<file path="config.mk">
export PLATFORM = sky130hd
export DESIGN_NAME = round_robin_thread_scheduler_unit_flat
export DESIGN_NICKNAME = d
export VERILOG_FILES = /design/src/rtl/core/rrts_pkg.sv /design/src/rtl/core/rrts_if.sv /design/src/rtl/core/round_robin_thread_scheduler_unit.sv /design/src/flat_wrapper.sv
export SDC_FILE = /design/constraint.sdc
export NUM_CORES = 2
export LEC_CHECK = 0
export BUFFER_PORTS_ARGS = -buffer_cell sky130_fd_sc_hd__buf_2
export CORE_ASPECT_RATIO = 0.5
export CORE_MARGIN = 1.5
export CORE_UTILIZATION = 30
export DETAILED_ROUTE_END_ITERATION = 8
export PLACE_DENSITY_LB_ADDON = 0.15
export RECOVER_POWER = 25
export SYNTH_ARGS = -nofsm -noshare
export SYNTH_HDL_FRONTEND = slang
export SYNTH_SLANG_ARGS = --single-unit
</file>
<file path="constraint.sdc">
create_clock -name clock -period 9.84 [get_ports clock]
set_input_delay 2.46 -clock clock [delete_from_list [all_inputs] [get_ports clock]]
set_output_delay 2.46 -clock clock [all_outputs]
set_load 0.02 [all_outputs]
</file>
<file path="src/rtl/core/rrts_pkg.sv">
// Types and codes of the round robin thread scheduler.
// Depends on nothing.
package rrts_pkg;
   typedef enum logic [2:0] {
      ST_UNUSED = 3'd0, ST_RUNNING = 3'd1, ST_EXITED = 3'd2,
      ST_WAITING = 3'd3, ST_SUSPEND = 3'd4, ST_SLEEP = 3'd5
   } slot_state_type;

   typedef enum logic [2:0] {
      FN_CREATE = 3'd0, FN_EXIT = 3'd1, FN_SUSPEND = 3'd2, FN_RESUME = 3'd3,
      FN_KILL = 3'd4, FN_SLEEP = 3'd5, FN_YIELD = 3'd6, FN_NONE = 3'd7
   } func_type;

   typedef enum logic [2:0] {
      RES_OK = 3'd0, RES_REJECT = 3'd1, RES_DEADLOCK = 3'd2,
      RES_FINISHED = 3'd3, RES_NONE = 3'd4
   } res_type;

   typedef enum logic [2:0] {
      FSM_IDLE, FSM_PREP, FSM_SCAN, FSM_SWITCH, FSM_MASK, FSM_DONE
   } fsm_type;

   typedef struct packed {
      logic [2:0]  func;
      logic [4:0]  target_id;
      logic [15:0] sleep_ms;
      logic [31:0] now_ms;
   } req_type;

   typedef struct packed {
      logic [2:0]  status;
      logic [4:0]  result_id;
      logic [4:0]  current_id;
      logic        switched;
      logic [31:0] suspended_mask;
   } rsp_type;

   localparam int unsigned TIME_SLICE_RESET = 200;
   localparam int unsigned MASK_WIDTH = 32;
endpackage

</file>
<file path="src/rtl/core/rrts_if.sv">
// Valid/ready channel carrying one word of a given payload type.
// Depends on rrts_pkg for the payload types.
interface rrts_if #(parameter type payload_type = rrts_pkg::req_type) (input logic clock);
   logic        valid;
   logic        ready;
   payload_type data;
   modport source (output valid, output data, input ready);
   modport sink (input valid, input data, output ready);
endinterface

</file>
<file path="src/rtl/core/round_robin_thread_scheduler_unit.sv">
// Round robin thread scheduler: slot table, command sequencer and result register.
// Depends on rrts_pkg and rrts_if.
//
// Usage: commands arrive as words on req (func, target_id, sleep_ms, now_ms);
// each gives exactly one word on rsp. The user must write the time slice
// register on csr_we/csr_wdata only while idle; the block does not check it.
// Timing: one command at a time. A scheduling command (exit, suspend, sleep,
// yield) passes a prepare step, walks the slots one per cycle from the slot
// after the current one, a switch step when it finds a slot to run, a pick
// write when one is pending and a mask pass over the slots; create walks
// from slot zero and then goes to the mask pass. Resume, kill and code seven
// skip the scan. The result word is registered in the done state. The slot
// table is a state memory and a deadline memory that share a single read
// address and a single write address; the walk over them sets the rate.
// Reset: slot zero runs, all others are unused, time slice is 200 ms. The
// memory has valid bits cleared by reset, so no clearing pass is needed.
// A stalled receiver holds the result word; no new command is taken until
// it has been delivered.
module round_robin_thread_scheduler_unit #(
   parameter int SLOT_COUNT = 32
) (
   input  logic        clock,
   input  logic        reset,
   rrts_if.sink        req,
   rrts_if.source      rsp,
   input  logic        csr_we,
   input  logic [15:0] csr_wdata
);
   localparam int IW = $clog2(SLOT_COUNT);
   localparam int CW = $clog2(SLOT_COUNT + 1);

   rrts_pkg::fsm_type state_ff, state_in;
   rrts_pkg::req_type cmd_ff;
   logic [15:0]   slice_ff;
   logic [31:0]   slice_start_ff, slice_start_in;
   logic [IW-1:0] cur_ff, cur_in, old_ff;
   logic [IW-1:0] idx_ff, idx_in, pick_ff, pick_in;
   logic [CW-1:0] cnt_ff, cnt_in;
   logic          sleeper_ff, sleeper_in, create_ff, create_in;
   logic [2:0]    status_ff, status_in;
   logic [4:0]    rid_ff, rid_in;
   logic [31:0]   mask_ff, mask_in;
   rrts_pkg::rsp_type out_ff;
   logic          out_valid_ff;

   logic [2:0]    st_mem [SLOT_COUNT];
   logic [31:0]   dl_mem [SLOT_COUNT];
   logic [SLOT_COUNT-1:0] vld_ff;

   // Single write port for the state table, deadline written separately.
   logic          st_we, dl_we;
   logic [IW-1:0] st_wa;
   logic [2:0]    st_wd;
   logic [31:0]   dl_wd;

   // Combinational read at idx_ff: the read of one entry per cycle is the shared path.
   logic [2:0]  rd_st;
   logic [31:0] rd_dl, dnow;
   logic        past;
   logic [2:0]  eff_st;
   logic        tgt_ok;
   logic [2:0]  tgt_st;
   logic [IW-1:0] tgt_idx;

   always_comb begin
      rd_st = vld_ff[idx_ff] ? st_mem[idx_ff] :
              ((idx_ff == '0) ? 3'(rrts_pkg::ST_RUNNING) : 3'(rrts_pkg::ST_UNUSED));
      rd_dl = vld_ff[idx_ff] ? dl_mem[idx_ff] : 32'd0;
      dnow  = cmd_ff.now_ms - rd_dl;
      past  = (dnow != 32'd0) && !dnow[31];
      eff_st = (rd_st == 3'(rrts_pkg::ST_SLEEP) && past) ? 3'(rrts_pkg::ST_WAITING) : rd_st;
      tgt_ok = ({27'd0, cmd_ff.target_id} < 32'(SLOT_COUNT));
      tgt_idx = IW'(cmd_ff.target_id);
      tgt_st = tgt_ok ? rd_st : 3'(rrts_pkg::ST_UNUSED);
   end

   always_ff @(posedge clock) begin
      if (st_we) st_mem[st_wa] <= st_wd;
      if (dl_we) dl_mem[st_wa] <= dl_wd;
   end

   always_ff @(posedge clock) begin
      if (reset) begin
         vld_ff <= '0;
      end else if (st_we || dl_we) begin
         vld_ff[st_wa] <= 1'b1;
      end
   end

   // Next state.
   always_comb begin
      state_in = state_ff;
      case (state_ff)
         rrts_pkg::FSM_IDLE:   if (req.valid && !out_valid_ff) state_in = rrts_pkg::FSM_PREP;
         rrts_pkg::FSM_PREP: begin
            case (rrts_pkg::func_type'(cmd_ff.func))
               rrts_pkg::FN_CREATE, rrts_pkg::FN_EXIT, rrts_pkg::FN_SUSPEND,
               rrts_pkg::FN_SLEEP, rrts_pkg::FN_YIELD: state_in = rrts_pkg::FSM_SCAN;
               default: state_in = rrts_pkg::FSM_MASK;
            endcase
         end
         rrts_pkg::FSM_SCAN: begin
            if (create_ff) begin
               if (eff_st == 3'(rrts_pkg::ST_UNUSED) || eff_st == 3'(rrts_pkg::ST_EXITED) ||
                   cnt_ff == CW'(SLOT_COUNT - 1))
                  state_in = rrts_pkg::FSM_MASK;
            end else if (eff_st == 3'(rrts_pkg::ST_WAITING) ||
                         eff_st == 3'(rrts_pkg::ST_RUNNING)) begin
               state_in = rrts_pkg::FSM_SWITCH;
            end else if (idx_ff == cur_ff) begin
               state_in = rrts_pkg::FSM_MASK;
            end
         end
         rrts_pkg::FSM_SWITCH: state_in = rrts_pkg::FSM_MASK;
         rrts_pkg::FSM_MASK:   if (cnt_ff == CW'(SLOT_COUNT - 1)) state_in = rrts_pkg::FSM_DONE;
         rrts_pkg::FSM_DONE:   state_in = rrts_pkg::FSM_IDLE;
         default:              state_in = rrts_pkg::FSM_IDLE;
      endcase
   end

   // Datapath and memory writes.
   always_comb begin
      idx_in = idx_ff; cnt_in = cnt_ff; pick_in = pick_ff; cur_in = cur_ff;
      sleeper_in = sleeper_ff; create_in = create_ff; status_in = status_ff;
      rid_in = rid_ff; mask_in = mask_ff; slice_start_in = slice_start_ff;
      st_we = 1'b0; dl_we = 1'b0; st_wa = idx_ff; st_wd = rd_st; dl_wd = 32'd0;
      case (state_ff)
         rrts_pkg::FSM_IDLE: begin
            idx_in = cur_ff;
            // Resume and kill read their target slot in the prepare cycle.
            if (req.valid && !out_valid_ff &&
                (req.data.func == 3'(rrts_pkg::FN_RESUME) ||
                 req.data.func == 3'(rrts_pkg::FN_KILL)))
               idx_in = IW'(req.data.target_id);
         end
         rrts_pkg::FSM_PREP: begin
            status_in = 3'(rrts_pkg::RES_OK); rid_in = '0; sleeper_in = 1'b0;
            cnt_in = '0; create_in = 1'b0; mask_in = '0;
            idx_in = (cur_ff == IW'(SLOT_COUNT - 1)) ? '0 : cur_ff + 1'b1;
            st_wa = cur_ff;
            case (rrts_pkg::func_type'(cmd_ff.func))
               rrts_pkg::FN_CREATE: begin
                  create_in = 1'b1; idx_in = '0;
               end
               rrts_pkg::FN_EXIT: begin
                  st_we = 1'b1; st_wd = 3'(rrts_pkg::ST_EXITED);
               end
               rrts_pkg::FN_SUSPEND: begin
                  st_we = 1'b1; st_wd = 3'(rrts_pkg::ST_SUSPEND);
               end
               rrts_pkg::FN_SLEEP: begin
                  st_we = 1'b1; st_wd = 3'(rrts_pkg::ST_SLEEP);
                  dl_we = 1'b1; dl_wd = cmd_ff.now_ms + {16'd0, cmd_ff.sleep_ms};
               end
               rrts_pkg::FN_YIELD: ;
               default: ;
            endcase
            // Resume and kill: idx_ff holds the target, loaded when the word was taken.
            if (cmd_ff.func == 3'(rrts_pkg::FN_RESUME) ||
                cmd_ff.func == 3'(rrts_pkg::FN_KILL)) begin
               st_wa = tgt_idx; idx_in = '0;
               if (cmd_ff.func == 3'(rrts_pkg::FN_RESUME)) begin
                  if (tgt_ok && tgt_st == 3'(rrts_pkg::ST_SUSPEND)) begin
                     st_we = 1'b1; st_wd = 3'(rrts_pkg::ST_WAITING);
                  end else status_in = 3'(rrts_pkg::RES_REJECT);
               end else begin
                  if (tgt_ok && tgt_st != 3'(rrts_pkg::ST_EXITED) &&
                      tgt_st != 3'(rrts_pkg::ST_UNUSED) &&
                      tgt_st != 3'(rrts_pkg::ST_RUNNING)) begin
                     st_we = 1'b1; st_wd = 3'(rrts_pkg::ST_EXITED);
                     rid_in = cmd_ff.target_id;
                  end else status_in = 3'(rrts_pkg::RES_REJECT);
               end
            end else if (cmd_ff.func == 3'(rrts_pkg::FN_NONE)) begin
               status_in = 3'(rrts_pkg::RES_REJECT); idx_in = '0;
            end
         end
         rrts_pkg::FSM_SCAN: begin
            if (create_ff) begin
               if (eff_st == 3'(rrts_pkg::ST_UNUSED) || eff_st == 3'(rrts_pkg::ST_EXITED)) begin
                  st_we = 1'b1; st_wd = 3'(rrts_pkg::ST_WAITING);
                  rid_in = 5'(idx_ff); idx_in = '0; cnt_in = '0;
               end else if (cnt_ff == CW'(SLOT_COUNT - 1)) begin
                  status_in = 3'(rrts_pkg::RES_REJECT); idx_in = '0; cnt_in = '0;
               end else begin
                  idx_in = idx_ff + 1'b1; cnt_in = cnt_ff + 1'b1;
               end
            end else begin
               if (eff_st != rd_st) begin
                  st_we = 1'b1; st_wd = eff_st;
               end
               if (eff_st == 3'(rrts_pkg::ST_WAITING) || eff_st == 3'(rrts_pkg::ST_RUNNING)) begin
                  pick_in = idx_ff; idx_in = cur_ff;
               end else if (idx_ff == cur_ff) begin
                  if (sleeper_ff || eff_st == 3'(rrts_pkg::ST_SLEEP))
                     status_in = 3'(rrts_pkg::RES_NONE);
                  else if (eff_st == 3'(rrts_pkg::ST_SUSPEND))
                     status_in = 3'(rrts_pkg::RES_DEADLOCK);
                  else status_in = 3'(rrts_pkg::RES_FINISHED);
                  idx_in = '0; cnt_in = '0;
               end else begin
                  if (eff_st == 3'(rrts_pkg::ST_EXITED)) begin
                     st_we = 1'b1; st_wd = 3'(rrts_pkg::ST_UNUSED);
                  end
                  if (eff_st == 3'(rrts_pkg::ST_SLEEP)) sleeper_in = 1'b1;
                  idx_in = (idx_ff == IW'(SLOT_COUNT - 1)) ? '0 : idx_ff + 1'b1;
               end
            end
         end
         rrts_pkg::FSM_SWITCH: begin
            // idx_ff is the current slot; its state is now final for this command.
            if ((cmd_ff.now_ms - slice_start_ff) >= {16'd0, slice_ff} ||
                rd_st == 3'(rrts_pkg::ST_EXITED) || rd_st == 3'(rrts_pkg::ST_SUSPEND) ||
                rd_st == 3'(rrts_pkg::ST_SLEEP)) begin
               if (rd_st == 3'(rrts_pkg::ST_RUNNING) && pick_ff != cur_ff) begin
                  st_we = 1'b1; st_wa = cur_ff; st_wd = 3'(rrts_pkg::ST_WAITING);
               end else if (pick_ff != cur_ff || rd_st != 3'(rrts_pkg::ST_RUNNING)) begin
                  st_we = 1'b1; st_wa = pick_ff; st_wd = 3'(rrts_pkg::ST_RUNNING);
               end
               cur_in = pick_ff; slice_start_in = cmd_ff.now_ms;
            end
            idx_in = pick_ff; cnt_in = '0;
         end
         rrts_pkg::FSM_MASK: begin
            // A pending pick write, when the old slot took the write port.
            if (cur_ff != old_ff && idx_ff == cur_ff && rd_st != 3'(rrts_pkg::ST_RUNNING) &&
                cnt_ff == '0) begin
               st_we = 1'b1; st_wd = 3'(rrts_pkg::ST_RUNNING);
               idx_in = '0;
            end else begin
               if (cnt_ff == '0 && idx_ff != '0) idx_in = '0;
               else begin
                  if (int'(idx_ff) < rrts_pkg::MASK_WIDTH && rd_st == 3'(rrts_pkg::ST_SUSPEND))
                     mask_in[5'(idx_ff)] = 1'b1;
                  else if (int'(idx_ff) < rrts_pkg::MASK_WIDTH)
                     mask_in[5'(idx_ff)] = 1'b0;
                  idx_in = (idx_ff == IW'(SLOT_COUNT - 1)) ? '0 : idx_ff + 1'b1;
                  cnt_in = cnt_ff + 1'b1;
               end
            end
         end
         default: ;
      endcase
   end

   // The mask stage counts only real entry visits; extra cycles above hold cnt at zero.
   always_ff @(posedge clock) begin
      if (reset) begin
         state_ff <= rrts_pkg::FSM_IDLE;
         cur_ff <= '0; old_ff <= '0; slice_start_ff <= '0;
         slice_ff <= 16'(rrts_pkg::TIME_SLICE_RESET);
         out_valid_ff <= 1'b0; idx_ff <= '0; cnt_ff <= '0; create_ff <= 1'b0;
         sleeper_ff <= 1'b0;
      end else begin
         state_ff <= (state_ff == rrts_pkg::FSM_MASK && cnt_in != CW'(SLOT_COUNT) &&
                      state_in == rrts_pkg::FSM_DONE && cnt_ff != CW'(SLOT_COUNT - 1))
                     ? state_ff : state_in;
         cur_ff <= cur_in; slice_start_ff <= slice_start_in;
         idx_ff <= idx_in; cnt_ff <= cnt_in; create_ff <= create_in;
         sleeper_ff <= sleeper_in;
         if (csr_we) slice_ff <= csr_wdata;
         if (state_ff == rrts_pkg::FSM_IDLE && req.valid && !out_valid_ff) old_ff <= cur_ff;
         if (state_ff == rrts_pkg::FSM_DONE) out_valid_ff <= 1'b1;
         else if (rsp.ready) out_valid_ff <= 1'b0;
      end
   end

   always_ff @(posedge clock) begin
      if (state_ff == rrts_pkg::FSM_IDLE && req.valid && !out_valid_ff) cmd_ff <= req.data;
      status_ff <= status_in; rid_ff <= rid_in; pick_ff <= pick_in; mask_ff <= mask_in;
      if (state_ff == rrts_pkg::FSM_DONE) begin
         out_ff.status <= status_ff;
         out_ff.result_id <= (status_ff == 3'(rrts_pkg::RES_OK)) ? rid_ff : 5'd0;
         out_ff.current_id <= 5'(cur_ff);
         out_ff.switched <= (cur_ff != old_ff);
         out_ff.suspended_mask <= mask_ff;
      end
   end

   assign req.ready = (state_ff == rrts_pkg::FSM_IDLE) && !out_valid_ff;
   assign rsp.valid = out_valid_ff;
   assign rsp.data  = out_ff;
endmodule

</file>
<file path="src/flat_wrapper.sv">
// flat-port wrapper written by rule: the top's interface ports become plain ports
module round_robin_thread_scheduler_unit_flat 
#(
   parameter int SLOT_COUNT = 32
)
  (clock, reset, csr_we, csr_wdata, req_valid, req_data, req_ready, rsp_valid, rsp_data, rsp_ready);
  rrts_if req_i (.clock(clock));
  rrts_if rsp_i (.clock(clock));
  input  logic clock;
  input  logic reset;
  input  logic csr_we;
  input  logic [15:0] csr_wdata;
  input wire logic [$bits(req_i.valid)-1:0] req_valid;
  input wire logic [$bits(req_i.data)-1:0] req_data;
  output wire logic [$bits(req_i.ready)-1:0] req_ready;
  output wire logic [$bits(rsp_i.valid)-1:0] rsp_valid;
  output wire logic [$bits(rsp_i.data)-1:0] rsp_data;
  input wire logic [$bits(rsp_i.ready)-1:0] rsp_ready;
  assign req_i.valid = req_valid;
  assign req_i.data = req_data;
  assign req_ready = req_i.ready;
  assign rsp_valid = rsp_i.valid;
  assign rsp_data = rsp_i.data;
  assign rsp_i.ready = rsp_ready;
  round_robin_thread_scheduler_unit #(.SLOT_COUNT(SLOT_COUNT)) u_core (.clock(clock), .reset(reset), .req(req_i), .rsp(rsp_i), .csr_we(csr_we), .csr_wdata(csr_wdata));
endmodule
</file>
==> impl_metrics.env <==
export IMPL_status="finished with violations"
export IMPL_violations="capacitance limit, slew limit"
export IMPL_netlist_top_cells_area="edfxtp_1 64%, mux4_2 13%, dfxtp_1 3.8%"
export IMPL_crit_path_end_kind="flop"
export IMPL_wl_met2_um=85400
export IMPL_cts_root_buf="clkbuf_16"
export IMPL_start_util_pct=30.28
export IMPL_placementRows=115
export IMPL_fp_dieH_um=318.6
export IMPL_io_buffers=124
export IMPL_ys_types=94
export IMPL_synthArstFlopShare_pct=0
export IMPL_drive_above_1_share_pct=21.33
export IMPL_postCtsSetupRepairBufs=0
export IMPL_ir_drop_v=0.0001868
export IMPL_antenna_found_initial=8
export IMPL_hold_class="reg2reg"
export IMPL_fillers=18721
export IMPL_numClockSinks=1379
export IMPL_synthFlopType="edfxtp_1"
export IMPL_routedWlPerCell_um=27.14
export IMPL_core_area_mm2=0.1973
export IMPL_dr_wl_met3_um=9470
export IMPL_max_slew_margin_pct=-106.8
export IMPL_synth_xor_area_share_pct=1.012
export IMPL_synth_top_family_by_area="multiplexers"
export IMPL_finalCriticalPeriod_ns=8.021
export IMPL_cts_tree="yes"
export IMPL_dr_pass1_iters=6
export IMPL_seqCellArea_mm2=0.04031
export IMPL_fmax_mhz=124.7
export IMPL_worst_setup_path_start_kind="flop"
export IMPL_ant_nets=0
export IMPL_yosysSeqAreaShare_pct=67.44
export IMPL_cap_violations=17
export IMPL_grt_pass1_wl_um=256300
export IMPL_hold_violations=0
export IMPL_clk_pin_slew_ns=0.07
export IMPL_htreeDepth=4
export IMPL_p_leak_uw=0.01972
export IMPL_multi_input_area_mm2=0.01859
export IMPL_die_w_um=634.1
export IMPL_min_period_over_period_pct=81.51
export IMPL_wl_met1_um=80600
export IMPL_powerDensity_mw_per_mm2=215.5
export IMPL_syn_area_mm2=0.05974
export IMPL_synth_warning_count=0
export IMPL_cts_resized=0
export IMPL_final_cells=6621
export IMPL_final_common_cell="edfxtp_1"
export IMPL_grt_start_max_net_pins=72
export IMPL_hold_buffers=0
export IMPL_setup_viol=0
export IMPL_syn2layout_area_growth_pct=14.78
export IMPL_synth_cells=3672
export IMPL_num_vias=34382
export IMPL_yosysTopAreaCell="edfxtp_1"
export IMPL_globalplace_congestion=0.8464
export IMPL_setup_tns_ns=0
export IMPL_nets=4059
export IMPL_synth_compound_area_share_pct=6.009
export IMPL_cts_buffer_depth=3
export IMPL_synth_edff_count=1267
export IMPL_drt_first_iter_violations=3011
export IMPL_rsz0062_at_grt="false"
export IMPL_drv_slew=551
export IMPL_clock_skew_final_ns=0.05658
export IMPL_drc_errors=0
export IMPL_worstPathMaxFanout=30
export IMPL_clk_insertion_delay_late_ns=0.81
export IMPL_yosys_area_share_simple_pct=6.417
export IMPL_critPathKind="reg2reg"
export IMPL_top_layer="met4"
export IMPL_place_detailed_hpwl_um=118100
export IMPL_overflow=0
export IMPL_required_ns=10.28
export IMPL_synth_fa_ha_area_share_pct=2.258
export IMPL_finalWirelength_um=179700
export IMPL_cts_buffers=138
export IMPL_syn_area_per_cell_um2=16.27
export IMPL_track_usage_pct=17.68
export IMPL_worstMarginPinSlew_ns=3.103
export IMPL_final_cell_mix="1,267 x edfxtp_1, 339 x mux4_2, 221 x nand2_1"
export IMPL_synth_top_area_share_pct=63.68
export IMPL_synthMuxAreaShare_pct=14.83
export IMPL_place_inst=6367
export IMPL_grt_pass1_vias=34685
export IMPL_die_area_mm2=0.2020
export IMPL_cp_arrival_ns=8.46
export IMPL_pin_count=135
export IMPL_vias_per_cell=5.193
export IMPL_ys_ff_latch=1379
==> power breakdown <==
| part | internal, µW | total (µW) | switching [µW] |
|---|---|---|---|
| logic | 1020 | 2760 | 1730 |
| clock network | 2890 | 5260 | 2370 |
| registers | 6590 | 6760 | 172 |
| total | 10500 | 14800 | 4280 |
==> worst max-delay path: stages (launching register included) <==
cell,delay [ns]
edfxtp_1,0.48
ha_1,0.39
a211o_1,0.32
or2_1,0.25
o211a_1,0.28
nor2_1,0.31
xnor2_1,0.13
ha_1,0.22
a2111oi_1,0.48
o2111a_1,0.31
o2111ai_1,0.12
nor4_1,0.31
nand4b_1,0.14
a2111o_1,0.41
or4_1,0.51
buf_4,0.30
a21oi_1,0.23
o21a_1,0.28
nand3_1,0.73
nor2_4,0.92
buf_4,0.52
==> cell families (layout without fill, tap and decap cells) <==
family                     after synthesis  in the layout
DFF                                   1379           1379
and+or+nand+nor                        822            822
AOI/OAI and AO/OA                      542            542
muxes                                  455            455
buffers and inverters                  298            602
adders and majority gates              106            106
xor gates and xnor gates                69             69
other                                    1             14
==> layout make-up <==
type                            count  share of cell area [%]
Sequential cell                  1379                   58.78
Timing Repair Buffer              253                   2.257
Inverter                          100                  0.5492
Clock buffer                      162                   5.304
Antenna cell                        4                 0.01460
Multi-Input combinational cell   2004                   27.10
Tap cell                         2632                   4.803
Clock inverter                     87                   1.184
==> cells in the mapped netlist, types with 38 or more instances <==
library cell / n
edfxtp_1: 1267
mux4_2: 339
nor2_1: 256
nand2_1: 221
a21oi_1: 176
clkbuf_1: 126
dfxtp_1: 112
ha_1: 103
nand3_1: 100
inv_1: 99
o21ai_0: 88
mux2i_1: 68
nor3_1: 52
xnor2_1: 44
mux2_2: 38
==> metrics by stage <==
stage / instance area, µm² / utilization, % / total power [µW] / hold slack (ns) / setup WS [ns]
final: 68570 / 34.76 / 14780 / 0.4471 / 1.819
after global routing: 68560 / 34.76 / 15420 / 0.4469 / 1.348
after CTS: 68690 / 34.82 / 14950 / 0.4352 / 1.717
after detailed placement: 64250 / 32.57 / 9667 / 0.4396 / 1.718
after global placement: 64240 / 32.56 / 9661 / 0.4397 / 1.822
after floorplan: 59780 / - / 8690 / 0.4160 / 2.571
==> routing by layer <==
layer	global-route usage, %	up-vias
met4	4.733	0
met1	24.41	18177
li1	-	15033
met2	28.72	955
met5	0	-
met3	3.088	217
==> path summary, 6_finish.rpt <==
path	start	end	slack, ns	cells after the start
worst max-delay path	u_core.cmd_ff[4]	u_core.dl_mem[18][19]	1.82	20
worst min register to register	u_core.mask_ff[26]	u_core.rsp.data[26]	0.45	0
worst max register to register	u_core.cmd_ff[4]	u_core.dl_mem[18][19]	1.82	20
worst min-delay path	u_core.mask_ff[26]	u_core.rsp.data[26]	0.45	0
==> registers in the layout (all words and copies together) (netlist names), 16 cells and up, named ones only <==
name,count
u_core.dl_mem,1024
u_core.slice_start_ff,32
u_core.st_mem,96
u_core.rsp.data,46
u_core.cmd_ff,51
u_core.slice_ff,16
u_core.mask_ff,32
u_core.vld_ff,32
Power figures use the tool's default switching activity.
